[src/design/deadband_change_reporter_defines.svh]
// ----------------------------------------------------------------------------
// Deadband change reporter assertion macros
// Shared concurrent assertion forms for the reporter modules.
// ----------------------------------------------------------------------------
`ifndef DEADBAND_CHANGE_REPORTER_DEFINES_SVH
`define DEADBAND_CHANGE_REPORTER_DEFINES_SVH

// Same-cycle implication, disabled while reset is high.
`define DCR_ASSERT_NOW(label, clk, rst, ante, cons) \
   label: assert property (@(posedge clk) disable iff (rst) (ante) |-> (cons)) \
      else $error("deadband change reporter: same-cycle check failed");

// Next-cycle implication, disabled while reset is high.
`define DCR_ASSERT_NEXT(label, clk, rst, ante, cons) \
   label: assert property (@(posedge clk) disable iff (rst) (ante) |=> (cons)) \
      else $error("deadband change reporter: next-cycle check failed");

`endif

[src/design/dcr_pkg.sv]
`timescale 1ns / 1ps
// ----------------------------------------------------------------------------
// Deadband change reporter package
// Field widths, operation and result codes, register indexes and the types
// shared between the control register block, controller and datapath.
// ----------------------------------------------------------------------------
package dcr_pkg;

   localparam int SAMPLE_W    = 16;
   localparam int TIME_W      = 32;
   localparam int CHAN_W      = 3;
   localparam int ROOM_W      = 3;
   localparam int MAX_CH      = 4;
   localparam int SMP_IDX_W   = 2;
   localparam int PADDR_W     = 5;
   localparam int PDATA_W     = 32;
   localparam int REG_IDX_W   = 3;

   localparam logic [ROOM_W-1:0] ROOM_MAX = 3'd4;

   localparam logic [1:0] OP_TICK        = 2'd0;
   localparam logic [1:0] OP_SUBSCRIBE   = 2'd1;
   localparam logic [1:0] OP_UNSUBSCRIBE = 2'd2;
   localparam logic [1:0] OP_READ        = 2'd3;

   localparam logic [1:0] KIND_EVENT   = 2'd0;
   localparam logic [1:0] KIND_ACK_OK  = 2'd1;
   localparam logic [1:0] KIND_ACK_ERR = 2'd2;

   localparam logic [REG_IDX_W-1:0] REG_SAMPLE_PERIOD = 3'd0;
   localparam logic [REG_IDX_W-1:0] REG_THRESHOLD_0   = 3'd1;
   localparam logic [REG_IDX_W-1:0] REG_THRESHOLD_1   = 3'd2;
   localparam logic [REG_IDX_W-1:0] REG_THRESHOLD_2   = 3'd3;
   localparam logic [REG_IDX_W-1:0] REG_THRESHOLD_3   = 3'd4;

   typedef enum logic [2:0] {
      ST_IDLE,
      ST_PERIOD,
      ST_SCAN,
      ST_FLUSH,
      ST_ACK
   } dcr_state_type;

   typedef struct packed {
      logic [TIME_W-1:0]                 sample_period;
      logic [MAX_CH-1:0][SAMPLE_W-1:0]   threshold;
   } dcr_cfg_type;

   typedef struct packed {
      logic in_ready;
      logic load;
      logic sweep_start;
      logic advance;
      logic take;
      logic flush;
      logic ack;
   } dcr_cmd_type;

   typedef struct packed {
      logic in_valid;
      logic in_tick;
      logic due;
      logic hit;
      logic pend_valid;
      logic out_free;
      logic scan_end;
   } dcr_status_type;

endpackage

[src/design/dcr_req_if.sv]
`timescale 1ns / 1ps
// ----------------------------------------------------------------------------
// Deadband change reporter request channel
// Valid/ready channel carrying one command or tick beat.
// ----------------------------------------------------------------------------
interface dcr_req_if;
   logic                                 valid;
   logic                                 ready;
   logic [1:0]                           opcode;
   logic [dcr_pkg::CHAN_W-1:0]           channel;
   logic [dcr_pkg::TIME_W-1:0]           now_ms;
   logic signed [dcr_pkg::SAMPLE_W-1:0]  sample_0;
   logic signed [dcr_pkg::SAMPLE_W-1:0]  sample_1;
   logic signed [dcr_pkg::SAMPLE_W-1:0]  sample_2;
   logic signed [dcr_pkg::SAMPLE_W-1:0]  sample_3;
   logic [dcr_pkg::ROOM_W-1:0]           send_room;

   modport source (output valid, opcode, channel, now_ms, sample_0, sample_1,
                   sample_2, sample_3, send_room, input ready);
   modport sink   (input valid, opcode, channel, now_ms, sample_0, sample_1,
                   sample_2, sample_3, send_room, output ready);
endinterface

[src/design/dcr_rsp_if.sv]
`timescale 1ns / 1ps
// ----------------------------------------------------------------------------
// Deadband change reporter response channel
// Valid/ready channel carrying one event or acknowledge beat.
// ----------------------------------------------------------------------------
interface dcr_rsp_if;
   logic                                 valid;
   logic                                 ready;
   logic [1:0]                           kind;
   logic [dcr_pkg::CHAN_W-1:0]           source_channel;
   logic signed [dcr_pkg::SAMPLE_W-1:0]  reading;
   logic                                 last;

   modport source (output valid, kind, source_channel, reading, last,
                   input ready);
   modport sink   (input valid, kind, source_channel, reading, last,
                   output ready);
endinterface

[src/design/deadband_change_reporter.sv]
`timescale 1ns / 1ps
// ----------------------------------------------------------------------------
// Deadband change reporter
// Per-channel send-on-delta reporting engine with subscribe, unsubscribe
// and read commands, configured through an APB register port.
//
//   Port      Direction  Beat
//   req_bus   in         tick or single-channel command
//   rsp_bus   out        sensor event or acknowledge
//   p*        in/out     APB register access
//
// A tick passes through the period check, then steps through the channels
// one at a time in the single deadband compare unit, then sends the final
// event and returns to idle to accept the next beat; a tick within the
// period returns to idle after the check. A command is acknowledged, then idles.
// A new beat is accepted only while idle.
// A held result register stalls the channel scan and the acknowledge.
// Reset is synchronous and clears flags, baselines, sweep time and control
// state.
// ----------------------------------------------------------------------------
module deadband_change_reporter #(
   parameter int CHANNELS = 4
) (
   input  logic                           clock,
   input  logic                           reset,
   dcr_req_if.sink                        req_bus,
   dcr_rsp_if.source                      rsp_bus,
   input  logic                           psel,
   input  logic                           penable,
   input  logic                           pwrite,
   input  logic [dcr_pkg::PADDR_W-1:0]    paddr,
   input  logic [dcr_pkg::PDATA_W-1:0]    pwdata,
   output logic [dcr_pkg::PDATA_W-1:0]    prdata,
   output logic                           pready
);

   dcr_pkg::dcr_cfg_type    cfg;
   dcr_pkg::dcr_cmd_type    cmd;
   dcr_pkg::dcr_status_type st;

   dcr_csr u_csr (
      .clock   (clock),
      .reset   (reset),
      .psel    (psel),
      .penable (penable),
      .pwrite  (pwrite),
      .paddr   (paddr),
      .pwdata  (pwdata),
      .prdata  (prdata),
      .pready  (pready),
      .cfg     (cfg)
   );

   dcr_ctrl u_ctrl (
      .clock (clock),
      .reset (reset),
      .st    (st),
      .cmd   (cmd)
   );

   dcr_datapath #(
      .CHANNELS (CHANNELS)
   ) u_datapath (
      .clock   (clock),
      .reset   (reset),
      .req_bus (req_bus),
      .rsp_bus (rsp_bus),
      .cfg     (cfg),
      .cmd     (cmd),
      .st      (st)
   );

endmodule

[src/design/dcr_csr.sv]
`timescale 1ns / 1ps
// ----------------------------------------------------------------------------
// Deadband change reporter control registers
// APB register block holding the sample period and per-channel thresholds.
// ----------------------------------------------------------------------------
module dcr_csr (
   input  logic                           clock,
   input  logic                           reset,
   input  logic                           psel,
   input  logic                           penable,
   input  logic                           pwrite,
   input  logic [dcr_pkg::PADDR_W-1:0]    paddr,
   input  logic [dcr_pkg::PDATA_W-1:0]    pwdata,
   output logic [dcr_pkg::PDATA_W-1:0]    prdata,
   output logic                           pready,
   output dcr_pkg::dcr_cfg_type           cfg
);

   dcr_pkg::dcr_cfg_type                  cfg_ff;
   dcr_pkg::dcr_cfg_type                  cfg_in;
   logic [dcr_pkg::REG_IDX_W-1:0]         reg_idx;
   logic                                  wr_en;

   assign reg_idx = paddr[dcr_pkg::PADDR_W-1:2];
   assign wr_en   = psel && penable && pwrite;
   assign pready  = 1'b1;
   assign cfg     = cfg_ff;

   always_comb begin
      cfg_in = cfg_ff;
      if (wr_en) begin
         case (reg_idx)
            dcr_pkg::REG_SAMPLE_PERIOD: cfg_in.sample_period = pwdata;
            dcr_pkg::REG_THRESHOLD_0:   cfg_in.threshold[0] = pwdata[15:0];
            dcr_pkg::REG_THRESHOLD_1:   cfg_in.threshold[1] = pwdata[15:0];
            dcr_pkg::REG_THRESHOLD_2:   cfg_in.threshold[2] = pwdata[15:0];
            dcr_pkg::REG_THRESHOLD_3:   cfg_in.threshold[3] = pwdata[15:0];
            default:                    cfg_in = cfg_ff;
         endcase
      end
   end

   always_comb begin
      case (reg_idx)
         dcr_pkg::REG_SAMPLE_PERIOD: prdata = cfg_ff.sample_period;
         dcr_pkg::REG_THRESHOLD_0:   prdata = {16'd0, cfg_ff.threshold[0]};
         dcr_pkg::REG_THRESHOLD_1:   prdata = {16'd0, cfg_ff.threshold[1]};
         dcr_pkg::REG_THRESHOLD_2:   prdata = {16'd0, cfg_ff.threshold[2]};
         dcr_pkg::REG_THRESHOLD_3:   prdata = {16'd0, cfg_ff.threshold[3]};
         default:                    prdata = '0;
      endcase
   end

   always_ff @(posedge clock) begin
      if (reset) begin
         cfg_ff <= '0;
      end else begin
         cfg_ff <= cfg_in;
      end
   end

endmodule

[src/design/dcr_ctrl.sv]
`timescale 1ns / 1ps
// ----------------------------------------------------------------------------
// Deadband change reporter controller
// State machine sequencing the period check, the channel scan, the final
// event flush and single-channel acknowledges.
// ----------------------------------------------------------------------------
`include "deadband_change_reporter_defines.svh"

module dcr_ctrl (
   input  logic                    clock,
   input  logic                    reset,
   input  dcr_pkg::dcr_status_type st,
   output dcr_pkg::dcr_cmd_type    cmd
);

   dcr_pkg::dcr_state_type state_ff;
   dcr_pkg::dcr_state_type state_in;
   logic                   scan_stall;

   assign scan_stall = st.hit && st.pend_valid && !st.out_free;

   always_comb begin
      state_in = state_ff;
      case (state_ff)
         dcr_pkg::ST_IDLE: begin
            if (st.in_valid) begin
               state_in = st.in_tick ? dcr_pkg::ST_PERIOD : dcr_pkg::ST_ACK;
            end
         end
         dcr_pkg::ST_PERIOD: begin
            state_in = st.due ? dcr_pkg::ST_SCAN : dcr_pkg::ST_IDLE;
         end
         dcr_pkg::ST_SCAN: begin
            if (!scan_stall && st.scan_end) begin
               state_in = dcr_pkg::ST_FLUSH;
            end
         end
         dcr_pkg::ST_FLUSH: begin
            if (!st.pend_valid || st.out_free) begin
               state_in = dcr_pkg::ST_IDLE;
            end
         end
         dcr_pkg::ST_ACK: begin
            if (st.out_free) begin
               state_in = dcr_pkg::ST_IDLE;
            end
         end
         default: state_in = dcr_pkg::ST_IDLE;
      endcase
   end

   always_comb begin
      cmd = '0;
      case (state_ff)
         dcr_pkg::ST_IDLE: begin
            cmd.in_ready = 1'b1;
            cmd.load     = st.in_valid;
         end
         dcr_pkg::ST_PERIOD: begin
            cmd.sweep_start = st.due;
         end
         dcr_pkg::ST_SCAN: begin
            cmd.advance = !scan_stall;
            cmd.take    = st.hit && !scan_stall;
         end
         dcr_pkg::ST_FLUSH: begin
            cmd.flush = st.pend_valid && st.out_free;
         end
         dcr_pkg::ST_ACK: begin
            cmd.ack = st.out_free;
         end
         default: cmd = '0;
      endcase
   end

   always_ff @(posedge clock) begin
      if (reset) begin
         state_ff <= dcr_pkg::ST_IDLE;
      end else begin
         state_ff <= state_in;
      end
   end

   `DCR_ASSERT_NEXT(a_accept_leaves_idle, clock, reset, cmd.load, (state_ff == dcr_pkg::ST_PERIOD) || (state_ff == dcr_pkg::ST_ACK))
   `DCR_ASSERT_NEXT(a_stall_holds_scan, clock, reset, (state_ff == dcr_pkg::ST_SCAN) && scan_stall, state_ff == dcr_pkg::ST_SCAN)

endmodule

[src/design/dcr_datapath.sv]
`timescale 1ns / 1ps
// ----------------------------------------------------------------------------
// Deadband change reporter datapath
// Latched request, per-channel flags and baselines, the shared deadband
// compare unit, the pending event register and the result register.
// ----------------------------------------------------------------------------
`include "deadband_change_reporter_defines.svh"

module dcr_datapath #(
   parameter int CHANNELS = 4
) (
   input  logic                    clock,
   input  logic                    reset,
   dcr_req_if.sink                 req_bus,
   dcr_rsp_if.source               rsp_bus,
   input  dcr_pkg::dcr_cfg_type    cfg,
   input  dcr_pkg::dcr_cmd_type    cmd,
   output dcr_pkg::dcr_status_type st
);

   localparam int CurW    = (CHANNELS > 1) ? $clog2(CHANNELS) : 1;
   localparam int SmpIdxW = dcr_pkg::SMP_IDX_W;
   localparam int SampleW = dcr_pkg::SAMPLE_W;
   localparam int ChanW   = dcr_pkg::CHAN_W;
   localparam int RoomW   = dcr_pkg::ROOM_W;
   localparam int TimeW   = dcr_pkg::TIME_W;
   localparam logic [ChanW:0] ChanCount = (ChanW + 1)'(CHANNELS);
   localparam logic [CurW-1:0] CurLast  = CurW'(CHANNELS - 1);

   logic [1:0]                                    op_ff, op_in;
   logic [ChanW-1:0]                              chan_ff, chan_in;
   logic [TimeW-1:0]                              now_ff, now_in;
   logic signed [dcr_pkg::MAX_CH-1:0][SampleW-1:0] smp_ff, smp_in;
   logic [RoomW-1:0]                              room_ff, room_in;
   logic [TimeW-1:0]                              sweep_ff, sweep_in;
   logic [CurW-1:0]                               cur_ff, cur_in;
   logic [CHANNELS-1:0]                           sub_ff, sub_in;
   logic [CHANNELS-1:0]                           primed_ff, primed_in;
   logic [CHANNELS-1:0][SampleW-1:0]              base_ff, base_in;
   logic                                          pend_valid_ff, pend_valid_in;
   logic [CurW-1:0]                               pend_ch_ff, pend_ch_in;
   logic [SampleW-1:0]                            pend_val_ff, pend_val_in;
   logic                                          out_valid_ff, out_valid_in;
   logic [1:0]                                    out_kind_ff, out_kind_in;
   logic [ChanW-1:0]                              out_ch_ff, out_ch_in;
   logic [SampleW-1:0]                            out_val_ff, out_val_in;
   logic                                          out_last_ff, out_last_in;

   logic [SmpIdxW-1:0]     smp_idx;
   logic [SampleW-1:0]     smp_sel;
   logic [SampleW-1:0]     thr_sel;
   logic signed [SampleW:0] diff;
   logic [SampleW:0]       mag;
   logic                   exceeds;
   logic                   out_free;
   logic                   in_range;
   logic [TimeW-1:0]       elapsed;

   assign smp_idx  = SmpIdxW'(cur_ff);
   assign smp_sel  = smp_ff[smp_idx];
   assign thr_sel  = cfg.threshold[smp_idx];
   assign diff     = {smp_sel[SampleW-1], smp_sel} - {base_ff[cur_ff][SampleW-1], base_ff[cur_ff]};
   assign mag      = diff[SampleW] ? (SampleW + 1)'(-diff) : diff;
   assign exceeds  = mag >= {1'b0, thr_sel};
   assign out_free = !out_valid_ff || rsp_bus.ready;
   assign in_range = {1'b0, chan_ff} < ChanCount;
   assign elapsed  = now_ff - sweep_ff;

   assign req_bus.ready          = cmd.in_ready;
   assign rsp_bus.valid          = out_valid_ff;
   assign rsp_bus.kind           = out_kind_ff;
   assign rsp_bus.source_channel = out_ch_ff;
   assign rsp_bus.reading        = out_val_ff;
   assign rsp_bus.last           = out_last_ff;

   always_comb begin
      st            = '0;
      st.in_valid   = req_bus.valid;
      st.in_tick    = req_bus.opcode == dcr_pkg::OP_TICK;
      st.due        = elapsed >= cfg.sample_period;
      st.hit        = sub_ff[cur_ff] && (!primed_ff[cur_ff] || exceeds) && (room_ff != '0);
      st.pend_valid = pend_valid_ff;
      st.out_free   = out_free;
      st.scan_end   = cur_ff == CurLast;
   end

   always_comb begin
      op_in         = op_ff;
      chan_in       = chan_ff;
      now_in        = now_ff;
      smp_in        = smp_ff;
      room_in       = room_ff;
      sweep_in      = sweep_ff;
      cur_in        = cur_ff;
      sub_in        = sub_ff;
      primed_in     = primed_ff;
      base_in       = base_ff;
      pend_valid_in = pend_valid_ff;
      pend_ch_in    = pend_ch_ff;
      pend_val_in   = pend_val_ff;
      out_valid_in  = out_valid_ff && !rsp_bus.ready;
      out_kind_in   = out_kind_ff;
      out_ch_in     = out_ch_ff;
      out_val_in    = out_val_ff;
      out_last_in   = out_last_ff;

      if (cmd.load) begin
         op_in     = req_bus.opcode;
         chan_in   = req_bus.channel;
         now_in    = req_bus.now_ms;
         smp_in[0] = req_bus.sample_0;
         smp_in[1] = req_bus.sample_1;
         smp_in[2] = req_bus.sample_2;
         smp_in[3] = req_bus.sample_3;
         room_in   = (req_bus.send_room > dcr_pkg::ROOM_MAX) ? dcr_pkg::ROOM_MAX
                                                            : req_bus.send_room;
         cur_in    = CurW'(req_bus.channel);
      end

      if (cmd.sweep_start) begin
         sweep_in      = now_ff;
         cur_in        = '0;
         pend_valid_in = 1'b0;
      end

      if (cmd.advance) begin
         cur_in = cur_ff + 1'b1;
      end

      if (cmd.take) begin
         base_in[cur_ff]   = smp_sel;
         primed_in[cur_ff] = 1'b1;
         room_in           = room_ff - 1'b1;
         pend_valid_in     = 1'b1;
         pend_ch_in        = cur_ff;
         pend_val_in       = smp_sel;
         if (pend_valid_ff) begin
            out_valid_in = 1'b1;
            out_kind_in  = dcr_pkg::KIND_EVENT;
            out_ch_in    = ChanW'(pend_ch_ff);
            out_val_in   = pend_val_ff;
            out_last_in  = 1'b0;
         end
      end

      if (cmd.flush) begin
         out_valid_in  = 1'b1;
         out_kind_in   = dcr_pkg::KIND_EVENT;
         out_ch_in     = ChanW'(pend_ch_ff);
         out_val_in    = pend_val_ff;
         out_last_in   = 1'b1;
         pend_valid_in = 1'b0;
      end

      if (cmd.ack) begin
         out_valid_in = 1'b1;
         out_kind_in  = in_range ? dcr_pkg::KIND_ACK_OK : dcr_pkg::KIND_ACK_ERR;
         out_ch_in    = chan_ff;
         out_val_in   = (in_range && (op_ff == dcr_pkg::OP_READ)) ? smp_sel : '0;
         out_last_in  = 1'b1;
         if (in_range) begin
            case (op_ff)
               dcr_pkg::OP_SUBSCRIBE: begin
                  sub_in[cur_ff]    = 1'b1;
                  primed_in[cur_ff] = 1'b0;
               end
               dcr_pkg::OP_UNSUBSCRIBE: begin
                  sub_in[cur_ff] = 1'b0;
               end
               default: begin
                  sub_in = sub_ff;
               end
            endcase
         end
      end
   end

   always_ff @(posedge clock) begin
      if (reset) begin
         sweep_ff      <= '0;
         sub_ff        <= '0;
         primed_ff     <= '0;
         base_ff       <= '0;
         pend_valid_ff <= 1'b0;
         out_valid_ff  <= 1'b0;
         room_ff       <= '0;
      end else begin
         sweep_ff      <= sweep_in;
         sub_ff        <= sub_in;
         primed_ff     <= primed_in;
         base_ff       <= base_in;
         pend_valid_ff <= pend_valid_in;
         out_valid_ff  <= out_valid_in;
         room_ff       <= room_in;
      end
   end

   always_ff @(posedge clock) begin
      op_ff       <= op_in;
      chan_ff     <= chan_in;
      now_ff      <= now_in;
      smp_ff      <= smp_in;
      cur_ff      <= cur_in;
      pend_ch_ff  <= pend_ch_in;
      pend_val_ff <= pend_val_in;
      out_kind_ff <= out_kind_in;
      out_ch_ff   <= out_ch_in;
      out_val_ff  <= out_val_in;
      out_last_ff <= out_last_in;
   end

   `DCR_ASSERT_NOW(a_room_bounded, clock, reset, 1'b1, room_ff <= dcr_pkg::ROOM_MAX)
   `DCR_ASSERT_NOW(a_take_has_room, clock, reset, cmd.take, room_ff != '0)
   `DCR_ASSERT_NOW(a_flush_has_event, clock, reset, cmd.flush, pend_valid_ff && out_free)
   `DCR_ASSERT_NOW(a_load_when_free, clock, reset, (cmd.take && pend_valid_ff) || cmd.ack, out_free)

endmodule

[src/flat_wrapper.sv]
// flat-port wrapper written by rule: the top's interface ports become plain ports
module deadband_change_reporter_flat 
#(
   parameter int CHANNELS = 4
)
  (clock, reset, psel, penable, pwrite, paddr, pwdata, prdata, pready, req_bus_valid, req_bus_opcode, req_bus_channel, req_bus_now_ms, req_bus_sample_0, req_bus_sample_1, req_bus_sample_2, req_bus_sample_3, req_bus_send_room, req_bus_ready, rsp_bus_valid, rsp_bus_kind, rsp_bus_source_channel, rsp_bus_reading, rsp_bus_last, rsp_bus_ready);
  dcr_req_if req_bus_i ();
  dcr_rsp_if rsp_bus_i ();
  input  logic clock;
  input  logic reset;
  input  logic psel;
  input  logic penable;
  input  logic pwrite;
  input  logic [dcr_pkg::PADDR_W-1:0] paddr;
  input  logic [dcr_pkg::PDATA_W-1:0] pwdata;
  output logic [dcr_pkg::PDATA_W-1:0] prdata;
  output logic pready;
  input wire logic [$bits(req_bus_i.valid)-1:0] req_bus_valid;
  input wire logic [$bits(req_bus_i.opcode)-1:0] req_bus_opcode;
  input wire logic [$bits(req_bus_i.channel)-1:0] req_bus_channel;
  input wire logic [$bits(req_bus_i.now_ms)-1:0] req_bus_now_ms;
  input wire logic [$bits(req_bus_i.sample_0)-1:0] req_bus_sample_0;
  input wire logic [$bits(req_bus_i.sample_1)-1:0] req_bus_sample_1;
  input wire logic [$bits(req_bus_i.sample_2)-1:0] req_bus_sample_2;
  input wire logic [$bits(req_bus_i.sample_3)-1:0] req_bus_sample_3;
  input wire logic [$bits(req_bus_i.send_room)-1:0] req_bus_send_room;
  output wire logic [$bits(req_bus_i.ready)-1:0] req_bus_ready;
  output wire logic [$bits(rsp_bus_i.valid)-1:0] rsp_bus_valid;
  output wire logic [$bits(rsp_bus_i.kind)-1:0] rsp_bus_kind;
  output wire logic [$bits(rsp_bus_i.source_channel)-1:0] rsp_bus_source_channel;
  output wire logic [$bits(rsp_bus_i.reading)-1:0] rsp_bus_reading;
  output wire logic [$bits(rsp_bus_i.last)-1:0] rsp_bus_last;
  input wire logic [$bits(rsp_bus_i.ready)-1:0] rsp_bus_ready;
  assign req_bus_i.valid = req_bus_valid;
  assign req_bus_i.opcode = req_bus_opcode;
  assign req_bus_i.channel = req_bus_channel;
  assign req_bus_i.now_ms = req_bus_now_ms;
  assign req_bus_i.sample_0 = req_bus_sample_0;
  assign req_bus_i.sample_1 = req_bus_sample_1;
  assign req_bus_i.sample_2 = req_bus_sample_2;
  assign req_bus_i.sample_3 = req_bus_sample_3;
  assign req_bus_i.send_room = req_bus_send_room;
  assign req_bus_ready = req_bus_i.ready;
  assign rsp_bus_valid = rsp_bus_i.valid;
  assign rsp_bus_kind = rsp_bus_i.kind;
  assign rsp_bus_source_channel = rsp_bus_i.source_channel;
  assign rsp_bus_reading = rsp_bus_i.reading;
  assign rsp_bus_last = rsp_bus_i.last;
  assign rsp_bus_i.ready = rsp_bus_ready;
  deadband_change_reporter #(.CHANNELS(CHANNELS)) u_core (.clock(clock), .reset(reset), .req_bus(req_bus_i), .rsp_bus(rsp_bus_i), .psel(psel), .penable(penable), .pwrite(pwrite), .paddr(paddr), .pwdata(pwdata), .prdata(prdata), .pready(pready));
endmodule
[config.mk]
export PLATFORM = sky130hd
export DESIGN_NAME = deadband_change_reporter_flat
export DESIGN_NICKNAME = d
export VERILOG_FILES = /design/src/design/dcr_pkg.sv /design/src/design/dcr_req_if.sv /design/src/design/dcr_rsp_if.sv /design/src/design/deadband_change_reporter.sv /design/src/design/dcr_csr.sv /design/src/design/dcr_ctrl.sv /design/src/design/dcr_datapath.sv /design/src/flat_wrapper.sv
export VERILOG_INCLUDE_DIRS = /design/src /design/src/design
export SDC_FILE = /design/constraint.sdc
export NUM_CORES = 1
export LEC_CHECK = 0
export BUFFER_PORTS_ARGS = -buffer_cell sky130_fd_sc_hd__buf_4
export CORE_MARGIN = 5
export CORE_UTILIZATION = 46
export CTS_BUF_LIST = sky130_fd_sc_hd__clkbuf_4 sky130_fd_sc_hd__clkbuf_8
export DETAILED_ROUTE_END_ITERATION = 8
export PLACE_DENSITY = 0.77
export SKIP_LAST_GASP = 1
export SLEW_MARGIN = 20
export SYNTH_ARGS = -nofsm -noshare
export SYNTH_HDL_FRONTEND = slang
export SYNTH_SLANG_ARGS = --single-unit
export TNS_END_PERCENT = 100
[constraint.sdc]
create_clock -name clock -period 11.1 [get_ports clock]
set_clock_uncertainty 0.1 [all_clocks]
set_input_delay 2.22 -clock clock [delete_from_list [all_inputs] [get_ports clock]]
set_output_delay 2.22 -clock clock [all_outputs]
set_load 0.1 [all_outputs]
==> qor.yml <==
period_needed_ps: 8450
syn_nets: 2051
grt_antenna_before_repair: 1
grt_max_degree: 120
r2r_setup_slack_ps: 2650
start_util_pct: 46.4
critical_path_required_ps: 11270
clkSinkCount: 350
yosysWarnings: 0
diodes: 0
num_vias: 14100
ys_async_sr_fraction_pct: 0
tns_ps: 0
status: "complete, no violations"
gr-usage-all-layers_pct: 20.7
grt_pass1_vias: 14300
post-route-period-util_pct: 76.1
peakVddDrop_uv: 148
dieArea_sq_um: 44200
io-pin-count: 205
clk_pin_slew_ps: 60
synth_area_leader_cell: "edfxtp_1"
post_cts_resized: 0
finalWeightedCongestion: 0.879
tightest_slew_ps: 1160
core_area_sq_um: 39700
seq_area_sq_um: 8420
drv_cap: 0
n_fill_cell: 3352
crit_path_cell_trace: "buf_4 > mux4_2 > ha_1 > inv_1 > fa_1 > a211oi_2 > o21bai_2 > a2111oi_4 > nor3_1 > o21ai_0 > and2_1 > nand2_1 > xor2_1 > ha_1 > a21o_1 > a21o_1 > a21o_1 > a21oi_1 > o31a_1 > o21ai_0 > a21o_1 > o21ai_1 > inv_1 > a21o_1"
crit_type: "reg2reg"
synth_edf_count: 141
post-route-util_pct: 54.6
arrival_ps: 8620
syn_avg_cell_area_sq_um: 10.3
nets: 2231
fmax_mhz: 118
rsz0062_at_grt: "false"
root_buffer: "clkbuf_8"
synthTopCellsByCount: "nand2_1, dfxtp_1, a21oi_1"
overflow: 0
ant_nets: 0
cts_tree: "yes"
hold_violations: 0
ctsHoldBuffers: 0
synth_ff_type: "dfxtp_1"
drc: 0
area_delta_synth_final_pct: 17.6
cts_buffer_depth: 3
netlist_area_sq_um: 18400
total_power_w: 0.00395
slowest_delay_ps: 770
clkLatencyLatePin_ps: 660
worst_setup_path_end_kind: "register"
portBuffers: 201
multiInputGateArea_sq_um: 9160
layout-drive-gt1-share_pct: 20.1
htree_levels: 2
synth_most_common_cell: "nand2_1"
path_max_fanout: 50
post_cts.repair.setup_buffers: 0
relSlewSlack_pct: 22.2
yosysSeqAreaShare_pct: 45.7
firstDrtPassIters: 6
cts_buffers: 57
synth-seq-cells: 350
p_leak_nw: 8.41
critPathLaunchType: "register"
dp_hpwl_microns: 32700
dieHeight_microns: 210
ys_types: 76
die_w_microns: 210
drt_iter0_drc: 1139
yosys.area.top_type_share_pct: 23.0
cp_common_cell: "a21o_1"
grt_pass1_wl_microns: 74500
hold_path_class: "reg2reg"
viasPerCell: 5.52
slowest_stage: "a21o_1"
finalMaxSlewViolations: 0
power.density_nw_per_um2: 182
ys_top_cells_by_area: "edfxtp_1, dfxtp_1, ha_1, mux4_2, mux2i_1"
setup_violations: 0
dp_slack_ps: 2750
finalWorstSetupSlack_ps: 2650
syn-instance-count: 1796
rows: 73
drt-total-wl_microns: 46500
wl_per_cell_microns: 18.2
==> power breakdown <==
group | switching (W) | leakage, nW | internal, W
Clock | 0.000534 | 0.703 | 0.000758
Sequential | 0.0000335 | 3.01 | 0.00143
Combinational | 0.000717 | 4.69 | 0.000484
==> cells by family (layout without fill, tap and decap cells) <==
group / count (synthesis) / in the layout / share of synthesized area [%]
muxes: 166 / 166 / 12.5
xor gates and xnor gates: 48 / 48 / 2.28
DFF: 350 / 350 / 45.7
other: 1 / 1 / 0.0203
adders and majority gates: 107 / 107 / 7.34
AOI/OAI and AO/OA: 393 / 393 / 14.2
and+or+nand+nor: 511 / 511 / 13.2
buffers and inverters: 220 / 449 / 4.76
==> registers in the layout, indices dropped and copies added, names as in the netlist, 4 cells and up, named ones only <==
signal / count
u_core.u_datapath.primed_ff: 4
u_core.u_datapath.pend_val_ff: 16
u_core.u_datapath.rsp_bus.reading: 16
u_core.u_datapath.sweep_ff: 32
u_core.u_datapath.now_ff: 32
u_core.u_datapath.base_ff: 64
u_core.u_datapath.smp_ff: 64
u_core.u_csr.cfg: 96
==> metrics by stage <==
| stage | instance area (sq um) | hold slack (ps) | instances |
|---|---|---|---|
| after global placement | 20300 | 350 | 2442 |
| after detailed placement | 20300 | 360 | 2442 |
| after CTS | 21700 | 371 | 2550 |
| after floorplan | 18400 | 336 | 1796 |
| final | 21700 | 367 | 2550 |
| after global routing | 21700 | 393 | 2550 |
==> worst max-delay path, delay by kind of cell (launching register included) <==
| kind | cells | cell delay [ps] |
|---|---|---|
| xor gates and xnor gates | 1 | 180 |
| AOI/OAI and AO/OA | 13 | 3660 |
| and+or+nand+nor | 3 | 750 |
| buffers and inverters | 3 | 1500 |
| DFF | 1 | 510 |
| adders and majority gates | 3 | 960 |
| muxes | 1 | 350 |
==> cells in the final DEF, fill, tap and decap left out, drive strengths merged, types with 17 or more instances in the layout <==
master	n
a21o	33
o22ai	18
edfxtp	141
o21ai	37
a211oi	18
buf	215
nor2	73
mux4	49
clkbuf	86
a22oi	33
ha	105
a21oi	155
inv	128
mux2i	97
nand2	231
xnor2	33
nand3	17
mux2	20
dfxtp	209
nand2b	91
and2	27
==> area by class of cell <==
cell class                      count  area share, %
Clock buffer                       86           4.91
Clock inverter                     22           1.28
Inverter                          126           2.19
Multi-Input combinational cell   1226           42.2
Sequential cell                   350           38.8
Tap cell                          525           3.03
Timing Repair Buffer              215           7.53
==> final timing paths <==
path,from,end,depth (start not counted)
max,u_core.u_datapath.cur_ff[1],u_core.u_datapath.rsp_bus.reading[8],24
min,u_core.u_csr.cfg[95],u_core.u_csr.cfg[95],2
max reg2reg,u_core.u_datapath.cur_ff[1],u_core.u_datapath.rsp_bus.reading[8],24
min reg2reg,u_core.u_csr.cfg[95],u_core.u_csr.cfg[95],2
==> routing by layer <==
layer,global-route usage (%),vias up,routed length [microns]
li1,-,6802,-
met1,26.3,6732,18900
met2,34.4,440,22600
met3,4.51,104,3270
met4,8.42,2,1700
met5,0,-,12
(Power assumes the default switching activity.)
